### src/hdl/cbc_pkg.sv
// shared types, codes and helpers for the cartridge bank controller
package cbc_pkg;

    localparam int ADDR_W     = 16;
    localparam int DATA_W     = 8;
    localparam int OP_W       = 2;
    localparam int TGT_W      = 2;
    localparam int MADDR_W    = 23;
    localparam int CTYPE_W    = 3;
    localparam int ROM_BANK_W = 9;
    localparam int RAM_BANK_W = 4;
    localparam int CLK_SEL_W  = 4;
    localparam int CLK_IDX_W  = 3;
    localparam int CLK_REGS   = 5;

    localparam int ROM_BANK_BITS_DEF = 9;

    typedef logic [OP_W-1:0]    t_op;
    typedef logic [TGT_W-1:0]   t_target;
    typedef logic [CTYPE_W-1:0] t_ctype;

    localparam t_op OP_READ  = 2'd0;
    localparam t_op OP_WRITE = 2'd1;
    localparam t_op OP_TICK  = 2'd2;

    localparam t_target TGT_NONE  = 2'd0;
    localparam t_target TGT_ROM   = 2'd1;
    localparam t_target TGT_RAM   = 2'd2;
    localparam t_target TGT_CLOCK = 2'd3;

    localparam t_ctype CT_NONE = 3'd0;
    localparam t_ctype CT_MBC1 = 3'd1;
    localparam t_ctype CT_MBC2 = 3'd2;
    localparam t_ctype CT_MBC3 = 3'd3;
    localparam t_ctype CT_MBC5 = 3'd4;

    // clock register indexes and day high byte bits
    localparam logic [CLK_IDX_W-1:0] CLK_SEC     = 3'd0;
    localparam logic [CLK_IDX_W-1:0] CLK_MIN     = 3'd1;
    localparam logic [CLK_IDX_W-1:0] CLK_HOUR    = 3'd2;
    localparam logic [CLK_IDX_W-1:0] CLK_DAY_LO  = 3'd3;
    localparam logic [CLK_IDX_W-1:0] CLK_DAY_HI  = 3'd4;
    localparam int                   DAY_MSB_BIT = 0;
    localparam int                   HALT_BIT    = 6;
    localparam int                   CARRY_BIT   = 7;
    localparam logic [DATA_W-1:0]    SEC_LIMIT   = 8'd60;
    localparam logic [DATA_W-1:0]    HOUR_LIMIT  = 8'd24;

    typedef struct packed {
        logic                  tick;
        logic                  wr;
        logic                  latch;
        logic [CLK_IDX_W-1:0]  idx;
        logic [DATA_W-1:0]     data;
    } t_rtc_ctrl;

    // mbc1 cannot select banks 0x00/0x20/0x40/0x60, it bumps to the next one
    function automatic logic [ROM_BANK_W-1:0] mbc1_fix(input logic [ROM_BANK_W-1:0] b);
        logic [ROM_BANK_W-1:0] r;
        r = b;
        if (b == 9'h000 || b == 9'h020 || b == 9'h040 || b == 9'h060) begin
            r = b + 9'd1;
        end
        return r;
    endfunction

endpackage

### src/hdl/cbc_rtc.sv
// real-time clock registers: live and latched copies, tick, write, latch
module cbc_rtc import cbc_pkg::*; (
    input  logic              i_clk,
    input  logic              i_rst_n,
    input  t_rtc_ctrl         i_ctrl,
    output logic [DATA_W-1:0] o_rd_data
);

    logic [DATA_W-1:0] r_live    [CLK_REGS];
    logic [DATA_W-1:0] r_latched [CLK_REGS];
    logic [DATA_W-1:0] n_live    [CLK_REGS];
    logic [DATA_W-1:0] n_latched [CLK_REGS];

    logic [DATA_W-1:0] sec_inc;
    logic [DATA_W-1:0] min_inc;
    logic [DATA_W-1:0] hour_inc;
    logic [9:0]        day_inc;
    logic              idx_ok;

    assign idx_ok   = i_ctrl.idx < CLK_IDX_W'(CLK_REGS);
    assign sec_inc  = r_live[CLK_SEC] + 8'd1;
    assign min_inc  = r_live[CLK_MIN] + 8'd1;
    assign hour_inc = r_live[CLK_HOUR] + 8'd1;
    assign day_inc  = {1'b0, r_live[CLK_DAY_HI][DAY_MSB_BIT], r_live[CLK_DAY_LO]} + 10'd1;

    always_comb begin
        n_live    = r_live;
        n_latched = r_latched;
        if (i_ctrl.tick && !r_live[CLK_DAY_HI][HALT_BIT]) begin
            if (sec_inc < SEC_LIMIT) begin
                n_live[CLK_SEC] = sec_inc;
            end else begin
                n_live[CLK_SEC] = '0;
                if (min_inc < SEC_LIMIT) begin
                    n_live[CLK_MIN] = min_inc;
                end else begin
                    n_live[CLK_MIN] = '0;
                    if (hour_inc < HOUR_LIMIT) begin
                        n_live[CLK_HOUR] = hour_inc;
                    end else begin
                        n_live[CLK_HOUR] = '0;
                        // 9-bit day counter wraps to zero and sets carry
                        if (day_inc[9]) begin
                            n_live[CLK_DAY_LO] = '0;
                            n_live[CLK_DAY_HI][DAY_MSB_BIT] = 1'b0;
                            n_live[CLK_DAY_HI][CARRY_BIT]   = 1'b1;
                        end else begin
                            n_live[CLK_DAY_LO] = day_inc[7:0];
                            n_live[CLK_DAY_HI][DAY_MSB_BIT] = day_inc[8];
                        end
                    end
                end
            end
        end
        if (i_ctrl.wr && idx_ok) begin
            n_live[i_ctrl.idx]    = i_ctrl.data;
            n_latched[i_ctrl.idx] = i_ctrl.data;
        end
        if (i_ctrl.latch) begin
            n_latched = r_live;
        end
    end

    always_ff @(posedge i_clk) begin
        if (!i_rst_n) begin
            for (int k = 0; k < CLK_REGS; k++) begin
                r_live[k]    <= '0;
                r_latched[k] <= '0;
            end
        end else begin
            r_live    <= n_live;
            r_latched <= n_latched;
        end
    end

    assign o_rd_data = idx_ok ? r_latched[i_ctrl.idx] : '0;

endmodule

### config.mk
export PLATFORM = sky130hd
export DESIGN_NAME = cbc_rtc
export DESIGN_NICKNAME = d
export VERILOG_FILES = /design/src/hdl/cbc_pkg.sv /design/src/hdl/cbc_rtc.sv
export SDC_FILE = /design/constraint.sdc
export NUM_CORES = 1
export LEC_CHECK = 0
export ABC_AREA = 0
export ABC_CLOCK_PERIOD_IN_PS = 2600
export BUFFER_PORTS_ARGS = -buffer_cell sky130_fd_sc_hd__buf_2
export CAP_MARGIN = 25
export CORE_ASPECT_RATIO = 0.8
export CORE_MARGIN = 4
export CORE_UTILIZATION = 58
export CTS_BUF_LIST = sky130_fd_sc_hd__clkbuf_8
export DETAILED_ROUTE_END_ITERATION = 16
export PLACE_DENSITY = 0.76
export SLEW_MARGIN = 20
export SYNTH_ARGS = -nofsm -noshare
export SYNTH_HDL_FRONTEND = slang
export SYNTH_SLANG_ARGS = --single-unit
### constraint.sdc
create_clock -name i_clk -period 2.6 [get_ports i_clk]
set_input_delay 0.26 -clock i_clk [delete_from_list [all_inputs] [get_ports i_clk]]
set_output_delay 0.26 -clock i_clk [all_outputs]
set_load 0.02 [all_outputs]
Word level (Yosys, flattened, before mapping)
Index checks and enable logic that the tools add are counted.
{"block": "classes", "add_sub_neg": 4, "mul": 0, "div_mod_pow": 0, "magnitude_cmp": 6, "eq_ne": 0, "n_shift": 0, "muxes": 25, "n_bitwise": 1, "n_reduce_logical": 5}
{"cell": "$mux 40", "count": 3}
{"cell": "$bwmux 40", "count": 2}
{"cell": "$mux 8", "count": 8}
{"cell": "$mux 33", "count": 1}
{"cell": "$mux 25", "count": 1}
{"cell": "$add 8x1->8 const B", "count": 3}
{"cell": "$bmux 8 s3", "count": 1}
{"cell": "$demux 8 s3", "count": 1}
{"cell": "$mux 17", "count": 1}
{"cell": "$lt 8x6->1 const B", "count": 2}
{"cell": "$add 9x1->10 const B", "count": 1}
{"cell": "$mux 9", "count": 1}
{"cell": "$lt 8x5->1 const B", "count": 1}
{"cell": "$mux 1", "count": 6}
{"cell": "$ge 4x4->1 const B", "count": 1}
{"cell": "$lt 4x1->1 const B", "count": 1}
{"cell": "$not 3->4", "count": 1}
{"cell": "$logic_and 1x1->1", "count": 3}
{"cell": "$lt 3x3->1 const B", "count": 1}
{"cell": "$reduce_bool 2->1", "count": 1}
{"cell": "$logic_not 1->1", "count": 1}
{"block": "totals", "reg_bits": 80, "latchBits": 0, "mem_bits_rw": 0, "mem_bits_ro": 0, "inputBits": 16, "word_cells": 52, "mem_count": 0}

Longest topological paths before layout
Gate-level depths: netlist (run 1).
{"block": "depth", "depth_word": 8, "ltp_mapped": 9, "ltp_nobuf": 7}

Least setup slack after synthesis (run 1)
No wires, ideal clock.
{"block": "synth_timing", "path_type": "register to register", "start": "reg r_live[32] (netlist name)", "end": "reg r_live[12] (netlist name)", "t_arrival_ps": 2162, "path_slack_ps": 364, "stages_incl_launch_ff": 9, "synth_period_minus_slack_ps": 2236, "cell_sequence": "dfxtp_1 -> ha_1 -> nand3_1 -> or3_1 -> a21oi_1 -> o211ai_2 -> buf_6 -> or4b_1 -> a31oi_1"}
{"block": "synth_via", "elab_chain_len": 6}
{"item": "start: declaration", "line": "cbc_rtc.sv:9", "rtl": "logic [DATA_W-1:0] r_live [CLK_REGS];"}
{"item": "start signal: assignment", "line": "cbc_rtc.sv:71", "rtl": "r_live <= n_live;"}
{"item": "$add 8x1->8 *", "line": "cbc_rtc.sv:21", "rtl": "assign sec_inc = r_live[CLK_SEC] + 8'd1;"}
{"item": "$lt 8x6->1 *", "line": "cbc_rtc.sv:30", "rtl": "if (sec_inc < SEC_LIMIT) begin"}
{"item": "$mux 25 *", "line": "cbc_rtc.sv:30"}
{"item": "$mux 33 *", "line": "cbc_rtc.sv:29", "rtl": "if (i_ctrl.tick && !r_live[CLK_DAY_HI][HALT_BIT]) begin"}
{"item": "$bwmux 40", "line": "cbc_rtc.sv:56", "rtl": "n_live[i_ctrl.idx] = i_ctrl.data;"}
{"item": "$mux 40 *", "line": "cbc_rtc.sv:55", "rtl": "if (i_ctrl.wr && idx_ok) begin"}
Mark *: on every way between the ends. The rest lies on a longest branch, timed or not.
A chain may end at the register's enable or synchronous reset.

Worst setup path after layout (run 1)
{"block": "layout_timing", "start": "reg r_live[24] (netlist name)", "end": "reg r_live[29] (netlist name)"}
{"block": "layout_via", "elab_chain_len": 7}
{"item": "$add 8x1->8 *", "line": "cbc_rtc.sv:22", "rtl": "assign min_inc = r_live[CLK_MIN] + 8'd1;"}
{"item": "$lt 8x6->1", "line": "cbc_rtc.sv:34", "rtl": "if (min_inc < SEC_LIMIT) begin"}
{"item": "$mux 8 *", "line": "cbc_rtc.sv:34"}
{"item": "$mux 25 *", "line": "cbc_rtc.sv:30"}
{"item": "$mux 33 *", "line": "cbc_rtc.sv:29"}
{"item": "$bwmux 40", "line": "cbc_rtc.sv:56"}
{"item": "$mux 40 *", "line": "cbc_rtc.sv:55"}
Marks and branches as above.

==> results of run 1 <==
-- logic make-up (layout without fill, tap and decap cells) --
group                      after synthesis  in the layout  share of synthesized area, %
buffers and inverters                   53             61                          5.01
AOI/OAI and AO/OA                      179            179                          25.9
adders and majority gates                4              4                          1.13
DFF                                     80             80                          36.2
and+or+nand+nor                        221            221                          24.8
muxes                                   22             22                          6.70
xor gates and xnor gates                 1              1                         0.198
-- worst max-delay path: stages (launching register included) --
cell,delay (ns)
dfxtp_1,0.44
ha_2,0.27
nand3_1,0.15
o21a_1,0.20
a2111o_1,0.51
and2_4,0.21
or4b_1,0.46
a31oi_1,0.16
-- stage by stage --
stage | hold slack, ns | worst slack, ns | cell area (µm²) | power (mW)
floorplan | 0.427 | 0.364 | 4420 | 1.54
global placement | 0.446 | 0.156 | 4590 | 1.63
detailed placement | 0.452 | 0.130 | 4590 | 1.64
CTS | 0.263 | 0.105 | 4780 | 2.51
global route | 0.288 | 0.00511 | 4810 | 2.59
finish | 0.273 | 0.120 | 4810 | 2.50
-- layout make-up --
class	instances	area [µm²]	share of cell area [%]
multi-input cells	427	2620	54.5
flip-flops and latches	80	1600	33.3
repair buffers	36	225	4.69
clock buffers	11	151	3.15
well taps	105	131	2.73
clock inverters	5	41.3	0.859
inverters	9	33.8	0.703
-- layout by cell type (no fill, tap or decap), types with 3 or more instances in the layout --
| cell type | instances |
|---|---|
| buf_4 | 12 |
| o21ai_0 | 73 |
| nand3b_1 | 3 |
| and3_1 | 6 |
| or3_1 | 4 |
| nand2_1 | 94 |
| o21a_1 | 3 |
| and2_1 | 13 |
| or4_1 | 7 |
| mux2i_1 | 15 |
| o31ai_1 | 4 |
| o211a_1 | 15 |
| clkbuf_8 | 11 |
| nor3_1 | 10 |
| o22ai_1 | 3 |
| mux4_2 | 6 |
| nand3_1 | 39 |
| a21boi_0 | 15 |
| nor2_1 | 19 |
| or4b_1 | 7 |
| dfxtp_1 | 80 |
| nor2b_1 | 4 |
| inv_1 | 9 |
| buf_2 | 23 |
| a31oi_1 | 37 |
| clkinv_4 | 3 |
| a21oi_1 | 9 |
-- path summary, 6_finish.rpt --
check	startpoint	endpoint	slack, ns	cells past startpoint
worst max-delay path	r_live[24]	r_live[29]	0.12	7
worst min-delay path	i_ctrl[6]	r_latched[22]	0.27	3
worst max register to register	r_live[24]	r_live[29]	0.12	7
worst min register to register	r_live[3]	r_live[3]	0.46	2
-- power by group --
part           internal (mW)  switching [mW]  total [mW]
sequential              1.27          0.0477        1.32
combinational          0.113           0.186       0.300
clock                  0.404           0.477       0.881
total                   1.79           0.711        2.50
-- repair_timing --
action                     CTS  global route
hold buffers                 0             0
setup endpoints to repair    0            20
resized for setup            0             5
buffers inserted             0             1
-- sequential cells by signal (all words and copies together) (netlist names) --
name	flops
r_live	40
r_latched	40
-- routing by layer --
layer	GRT usage, %	up-vias
li1	-	2073
met1	36.2	2054
met2	41.5	196
met3	6.02	22
met4	10.1	0
met5	0	-
==> results.toml, run 1 <==
[route]
ant_nets = 0
met2WireLength_um = 5230
top_layer = "met4"
route.vias.total = 4345
drt_iter0_markers = 379
firstDrtPassIters = 5
wl_met1_um = 5240
routed_wirelength_um = 12000
wl_per_cell_um = 17.8
routed_via_density = 6.46
drc = 0
wl_met3_um = 1270

[setup_path]
path_class = "flop to flop"
crit_path_end_kind = "flop"
worstPathMaxFanout = 7
cp.required_ns = 2.88
start_kind = "flop"
cp.arrival_ns = 2.76

[global_route]
grt_pass1_vias = 3862
grt_pass1_wl_um = 19300
grtUsageTotal_pct = 26.6
grt_max_degree = 59
grt_remaining_overflow = 0
antenna_found_initial = 0

[layout]
fin_cells = 673
drive_gt1_share_pct = 12.1
postLayoutCoreUtil_pct = 65.0
n_antenna_cell = 0
finalNetCount = 583
fillers = 617
area_growth_pct = 8.63

[synthesis]
ys_seq_area_share_pct = 36.2
syn_area_mm2 = 0.00442
yosys_register_bits = 80
synth_common_cells = "nand2_1 (94), dfxtp_1 (80), o21ai_0 (73)"
postSynthCellCount = 560
synth_fp_nets = 580
yosysTopAreaCell = "dfxtp_1"
ys_top_cells_by_area = "dfxtp_1 (36%), o21ai_0 (8.3%), nand2_1 (8.0%)"
yosysMostFrequentCell = "nand2_1"
avgSynthCellArea_um2 = 7.90
synth_edf_count = 0
yosys_warnings = 0
async_flop_share_pct = 0
yosysTopAreaCellShare_pct = 36.2
yosys.cell_types.count = 57
synth_ff_type = "dfxtp_1"

[status]
outcome = "completed"

[clock_network]
htreeDepth = 3
root_buffer = "clkbuf_8"
cts_buffers = 9
cts_buffer_depth = 2
clkLatencyLatePin_ns = 0.36
path_clk_slew_ns = 0.09
cts_tree = "yes"
clkSinkCount = 80

[place]
post-dp-hpwl_um = 8170
place.gp.congestion = 0.884
dpl.cell_count = 656
port_buffers = 23

[timing]
period_minus_slack_ns = 2.48
grt_setup_unrepaired = "false"
max-slew-margin-rel_pct = 54.8
finClkSkew_ns = 0.00812
finalCritPeriodShare_pct = 95.4
slew_violations = 0
fmax_ghz = 0.403
hold_viol_final = 0
setup_viol = 0
fin_setup_tns_ns = 0
tightest_slew_ns = 0.679

[floorplanning]
io_pins = 24
start_util_pct = 59.9
core_area_mm2 = 0.00739
die_height_um = 86.1
die_area_mm2 = 0.00910
rows = 28
die_x_um = 106

[flow_run]
max_cap_viol_count = 0

[power]
powerDensity_mw_per_mm2 = 521
power.leakage_nw = 1.83
peakVddDrop_uv = 376

[hold_path]
hp-class = "primary input to flop"
Note: power is estimated with default switching activity, not from simulation.
==> run 2: changes to the inputs <==
- BUFFER_PORTS_ARGS: -buffer_cell sky130_fd_sc_hd__buf_2 -> unset
- DONT_BUFFER_PORTS: unset -> 1
- PLACE_DENSITY: 0.76 -> 0.71
- SETUP_SLACK_MARGIN: unset -> 0.4
==> run 2 against run 1 <==
Die area unchanged. Combinational power fell by 20%. Sequential power is essentially flat. Count of clock-buffer cells in the layout down 2. Final cell count fell by 2.4%. Cell area rose by 2.7%. Critical path depth rose by 1. Register-to-register slack gained 0.20 ns. Sequential share of layout area fell by 0.52 points. Critical path type unchanged.
==> results.toml, run 2 (synthesis results as in run 1) <==
[timing]
tightest_slew_ns = 0.796
fin_setup_tns_ns = 0
setup_viol = 0
fmax_ghz = 0.438
finalCritPeriodShare_pct = 87.7
period_minus_slack_ns = 2.28
slew_violations = 0
grt_setup_unrepaired = "true"
max-slew-margin-rel_pct = 46.8
finClkSkew_ns = 0.0154
hold_viol_final = 0

[floorplanning]
core_area_mm2 = 0.00739
die_area_mm2 = 0.00910
die_height_um = 86.1
io_pins = 24
die_x_um = 106
start_util_pct = 59.9
rows = 28

[route]
wl_per_cell_um = 19.3
drt_iter0_markers = 407
routed_via_density = 6.51
routed_wirelength_um = 12700
drc = 0
firstDrtPassIters = 5
ant_nets = 0
route.vias.total = 4275

[clock_network]
cts_tree = "yes"
clkSinkCount = 80
clkLatencyLatePin_ns = 0.37
cts_buffer_depth = 2
path_clk_slew_ns = 0.09
htreeDepth = 3
root_buffer = "clkbuf_8"
cts_buffers = 9

[power]
power.leakage_nw = 1.80
internal-power_mw = 1.83
power_frac_seq_pct = 52.9
comb_power_share_pct = 9.6
powerDensity_mw_per_mm2 = 507
swShare_pct = 26.9
clkPwrFrac_pct = 37.4
power_switching_mw = 0.671
peakVddDrop_uv = 273

[place]
port_buffers = 0
dpl.cell_count = 632
post-dp-hpwl_um = 7950
place.gp.congestion = 0.864

[setup_path]
r2r_start = "r_live[33]"
rrSetupSlack_ns = 0.32
crit_path_end_kind = "flop"
reg2regPathDepth = 8
critical_path.startpoint = "r_live[33]"
crit_buf_inv = 1
start_kind = "flop"
slowest_stage = "or4b_4"
worst_path_largest_cell_delay_ns = 0.47
worst-path-stages = 8
path_class = "flop to flop"
path_cells = "ha_4 > mux2_4 > a31oi_4 > nor4_4 > o211ai_4 > clkbuf_16 > or4b_4 > a31oi_1"
cp.arrival_ns = 2.58
cp_top_family = "simple AND/OR/NAND/NOR gates"
cp.required_ns = 2.90
rr_endpoint = "r_live[19]"
worstSetupEndpoint = "r_live[19]"
worstPathMaxFanout = 8

[layout]
finalNetCount = 567
postLayoutCoreUtil_pct = 66.8
layout_common_cells = "nand2_1 (94), o21ai_0 (72), dfxtp_1 (72)"
reg_top3 = "r_latched: 40 flops, r_live: 40 flops"
area_growth_pct = 11.5
n_antenna_cell = 0
final_common_cell = "nand2_1"
fin_cells = 657
drive_gt1_share_pct = 12.9

[global_route]
grt_pass1_vias = 3904
grt_pass1_wl_um = 20200
grt_max_degree = 81
grtUsageTotal_pct = 27.9
grt_remaining_overflow = 0
antenna_found_initial = 0

[status]
outcome = "completed"

[flow_run]
max_cap_viol_count = 0

[hold_path]
hp-class = "primary input to flop"
-- run 2: cell types whose count changed in the layout (fill, tap and decap cells not counted), moves of 3 or more --
cell     change
dfxtp_1      -8
dfxtp_4      +3
buf_2       -23
dfxtp_2      +5
buf_4        +4
-- run 2: cell type report --
type                       instances  area, µm²
clock buffer                       9        124
clock inverter                     7       71.3
fill                             621       2460
inverter                           9       33.8
multi-input combinational        427       2750
sequential                        80       1620
tap                              105        131
timing repair buffer              20        210
-- run 2: per-layer routing --
metal,share of wire [%],global-route usage [%]
met1,46,40.0
met2,44,42.0
met3,8.0,6.77
met4,2.3,7.88
met5,0,0
-- run 2: through the flow --
| stage | hold slack, ns | power, mW | setup WS (ns) | cell area, µm² |
|---|---|---|---|---|
| final | 0.0236 | 2.50 | 0.319 | 4930 |
| after floorplan | 0.427 | 1.55 | 0.406 | 4440 |
| after global routing | 0.0261 | 2.59 | 0.234 | 4930 |
| after detailed placement | 0.393 | 1.57 | 0.183 | 4490 |
| after global placement | 0.392 | 1.56 | 0.239 | 4490 |
| after CTS | 0.0110 | 2.49 | 0.355 | 4760 |
-- run 2: worst min-delay path by stage --
| stage | startpoint | end | depth (start not counted) |
|---|---|---|---|
| global placement | i_rst_n | r_latched[12] | 1 |
| global route | i_rst_n | r_latched[10] | 1 |
| finish | i_rst_n | r_latched[32] | 1 |
| CTS | i_rst_n | r_live[8] | 2 |
| detailed placement | i_rst_n | r_live[8] | 2 |
| floorplan | i_ctrl[5] | r_live[37] | 2 |
-- run 2: power groups by stage --
stage	clock network, mW	registers (mW)	logic, mW
after CTS	0.937	1.32	0.228
after global placement	0	1.35	0.213
after detailed placement	0	1.35	0.221
after global routing	0.992	1.33	0.267
after floorplan	0	1.33	0.212
final	0.936	1.32	0.241
-- run 2: what timing repair did --
action,in CTS,in global routing
resized for setup,15,19
setup endpoints to repair,21,20
setup buffers,3,4
cloned,0,2
hold buffers,0,0
pin swaps,7,23
==> run 3: changes to the inputs <==
- CORE_ASPECT_RATIO: 0.8 -> 0.7
==> run 3 against run 2 <==
Count of clock-buffer cells in the layout unchanged. Die area up 0.15%. Register-to-register slack about the same. Via count up 2.7%.
==> results.toml, run 3 (synthesis results as in run 1) <==
[floorplanning]
die_area_mm2 = 0.00911
core_area_mm2 = 0.00735
rows = 26
start_util_pct = 60.2
die_height_um = 81.1
io_pins = 24
die_x_um = 112

[clock_network]
root_buffer = "clkbuf_8"
clkLatencyLatePin_ns = 0.38
htreeDepth = 3
cts_buffer_depth = 2
path_clk_slew_ns = 0.09
cts_buffers = 9
clkSinkCount = 80
cts_tree = "yes"

[setup_path]
path_cells = "buf_6 > nand4_1 > o32ai_2 > nor4_2 > buf_4 > o211ai_4 > buf_6 > clkbuf_16 > buf_4 > nor4_1 > o31a_1"
rr_endpoint = "r_live[7]"
crit_path_end_kind = "flop"
reg2regPathDepth = 11
rrSetupSlack_ns = 0.31
slowest_stage = "dfxtp_2"
worst_path_largest_cell_delay_ns = 0.36
worstPathMaxFanout = 6
r2r_start = "r_live[32]"
cp.arrival_ns = 2.57
crit_buf_inv = 5
cp_top_family = "compound AO/OA/AOI/OAI gates"
path_class = "flop to flop"
start_kind = "flop"
cp.required_ns = 2.88

[timing]
hold_viol_final = 0
tightest_slew_ns = 0.799
grt_setup_unrepaired = "true"
fin_setup_tns_ns = 0
setup_viol = 0
setup_ws_ns = 0.312
finClkSkew_ns = 0.00972
period_minus_slack_ns = 2.29
max-slew-margin-rel_pct = 46.2
finalCritPeriodShare_pct = 88.0
slew_violations = 0
fmax_ghz = 0.437
holdWs_ns = 0.0231

[route]
drt_iter0_markers = 458
firstDrtPassIters = 5
wl_per_cell_um = 19.5
route.vias.total = 4391
drc = 0
ant_nets = 0
routed_wirelength_um = 13000
routed_via_density = 6.62

[power]
peakVddDrop_uv = 468
powerDensity_mw_per_mm2 = 491
power.leakage_nw = 1.87

[place]
post-dp-hpwl_um = 7930
port_buffers = 0
place_worst_setup_slack_ns = 0.204
dpl.cell_count = 625
place.gp.congestion = 0.920

[status]
outcome = "completed"

[layout]
drive_gt1_share_pct = 15.2
n_antenna_cell = 0
layout_common_cells = "nand2_1 (94), o21ai_0 (72), dfxtp_1 (70)"
finalNetCount = 580
reg_top3 = "r_latched: 40 flops, r_live: 40 flops"
final_common_cell = "nand2_1"
fin_cells = 663
area_growth_pct = 13.6

[global_route]
antenna_found_initial = 0
grt_max_degree = 76
grt_pass1_wl_um = 20300
gr-usage-met3_pct = 7.89
grt_busiest_layer = "met2"
met1_usage_pct = 38.5
grt_remaining_overflow = 0
grtUsageTotal_pct = 28.3
grt_pass1_vias = 3874
use_met2_pct = 43.5

[hold_path]
hp-start = "i_rst_n"
whs_endpoint = "r_live[33]"
hp-class = "primary input to flop"
min_path_cells = 2

[flow_run]
max_cap_viol_count = 0
==> run 3: cell types whose count changed in the layout (fill, tap and decap cells not counted), sizes merged <==
cell	before	now
buf	18	29
bufinv	1	0
clkinv	2	1
clkinvlp	2	0
dlygate4sd3	0	2
inv	11	15
==> run 3: final cells by class <==
cell class | count | area (µm²)
repair buffers | 33 | 335
inverters | 9 | 33.8
well taps | 98 | 123
flip-flops and latches | 80 | 1620
fillers | 631 | 2330
clock buffers | 9 | 124
multi-input cells | 427 | 2730
clock inverters | 7 | 60.1
==> run 3: metal layers <==
layer  part of all wire, %  wire, µm
met5                     0         0
met4                   1.7       225
met3                   9.1      1180
met2                    44      5730
met1                    45      5810
==> run 3: power by group <==
group | internal (mW) | total [mW] | switching (mW)
clock | 0.369 | 0.898 | 0.529
sequential | 1.27 | 1.33 | 0.0537
combinational | 0.112 | 0.242 | 0.130
==> run 3: what timing repair did <==
action | in CTS | in global routing
gates cloned | 1 | 2
setup buffers | 5 | 12
hold endpoints to repair | 5 | 0
endpoints found under the setup margin | 19 | 24
hold buffers | 2 | 0
resized for setup | 12 | 28
pin swaps | 4 | 35
==> run 3: per-stage QoR <==
step	power [mW]	utilization, %	cell area, µm²
3_5_place_dp	1.57	60.8	4470
3_3_place_gp	1.56	60.8	4470
2_1_floorplan	1.55	-	4440
6_report	2.47	68.3	5020
4_1_cts	2.46	65.0	4780
5_1_grt	2.55	68.3	5020
==> run 3: worst max path at each step <==
stage	start	to	slack [ns]	depth (start not counted)
final	r_live[32]	r_live[7]	0.31	11
after detailed placement	r_live[33]	r_live[12]	0.20	8
after global routing	r_live[32]	r_live[7]	0.21	11
after CTS	r_live[33]	r_live[12]	0.37	8
after floorplan	r_live[32]	r_live[12]	0.41	8
after global placement	r_live[33]	r_live[0]	0.30	8
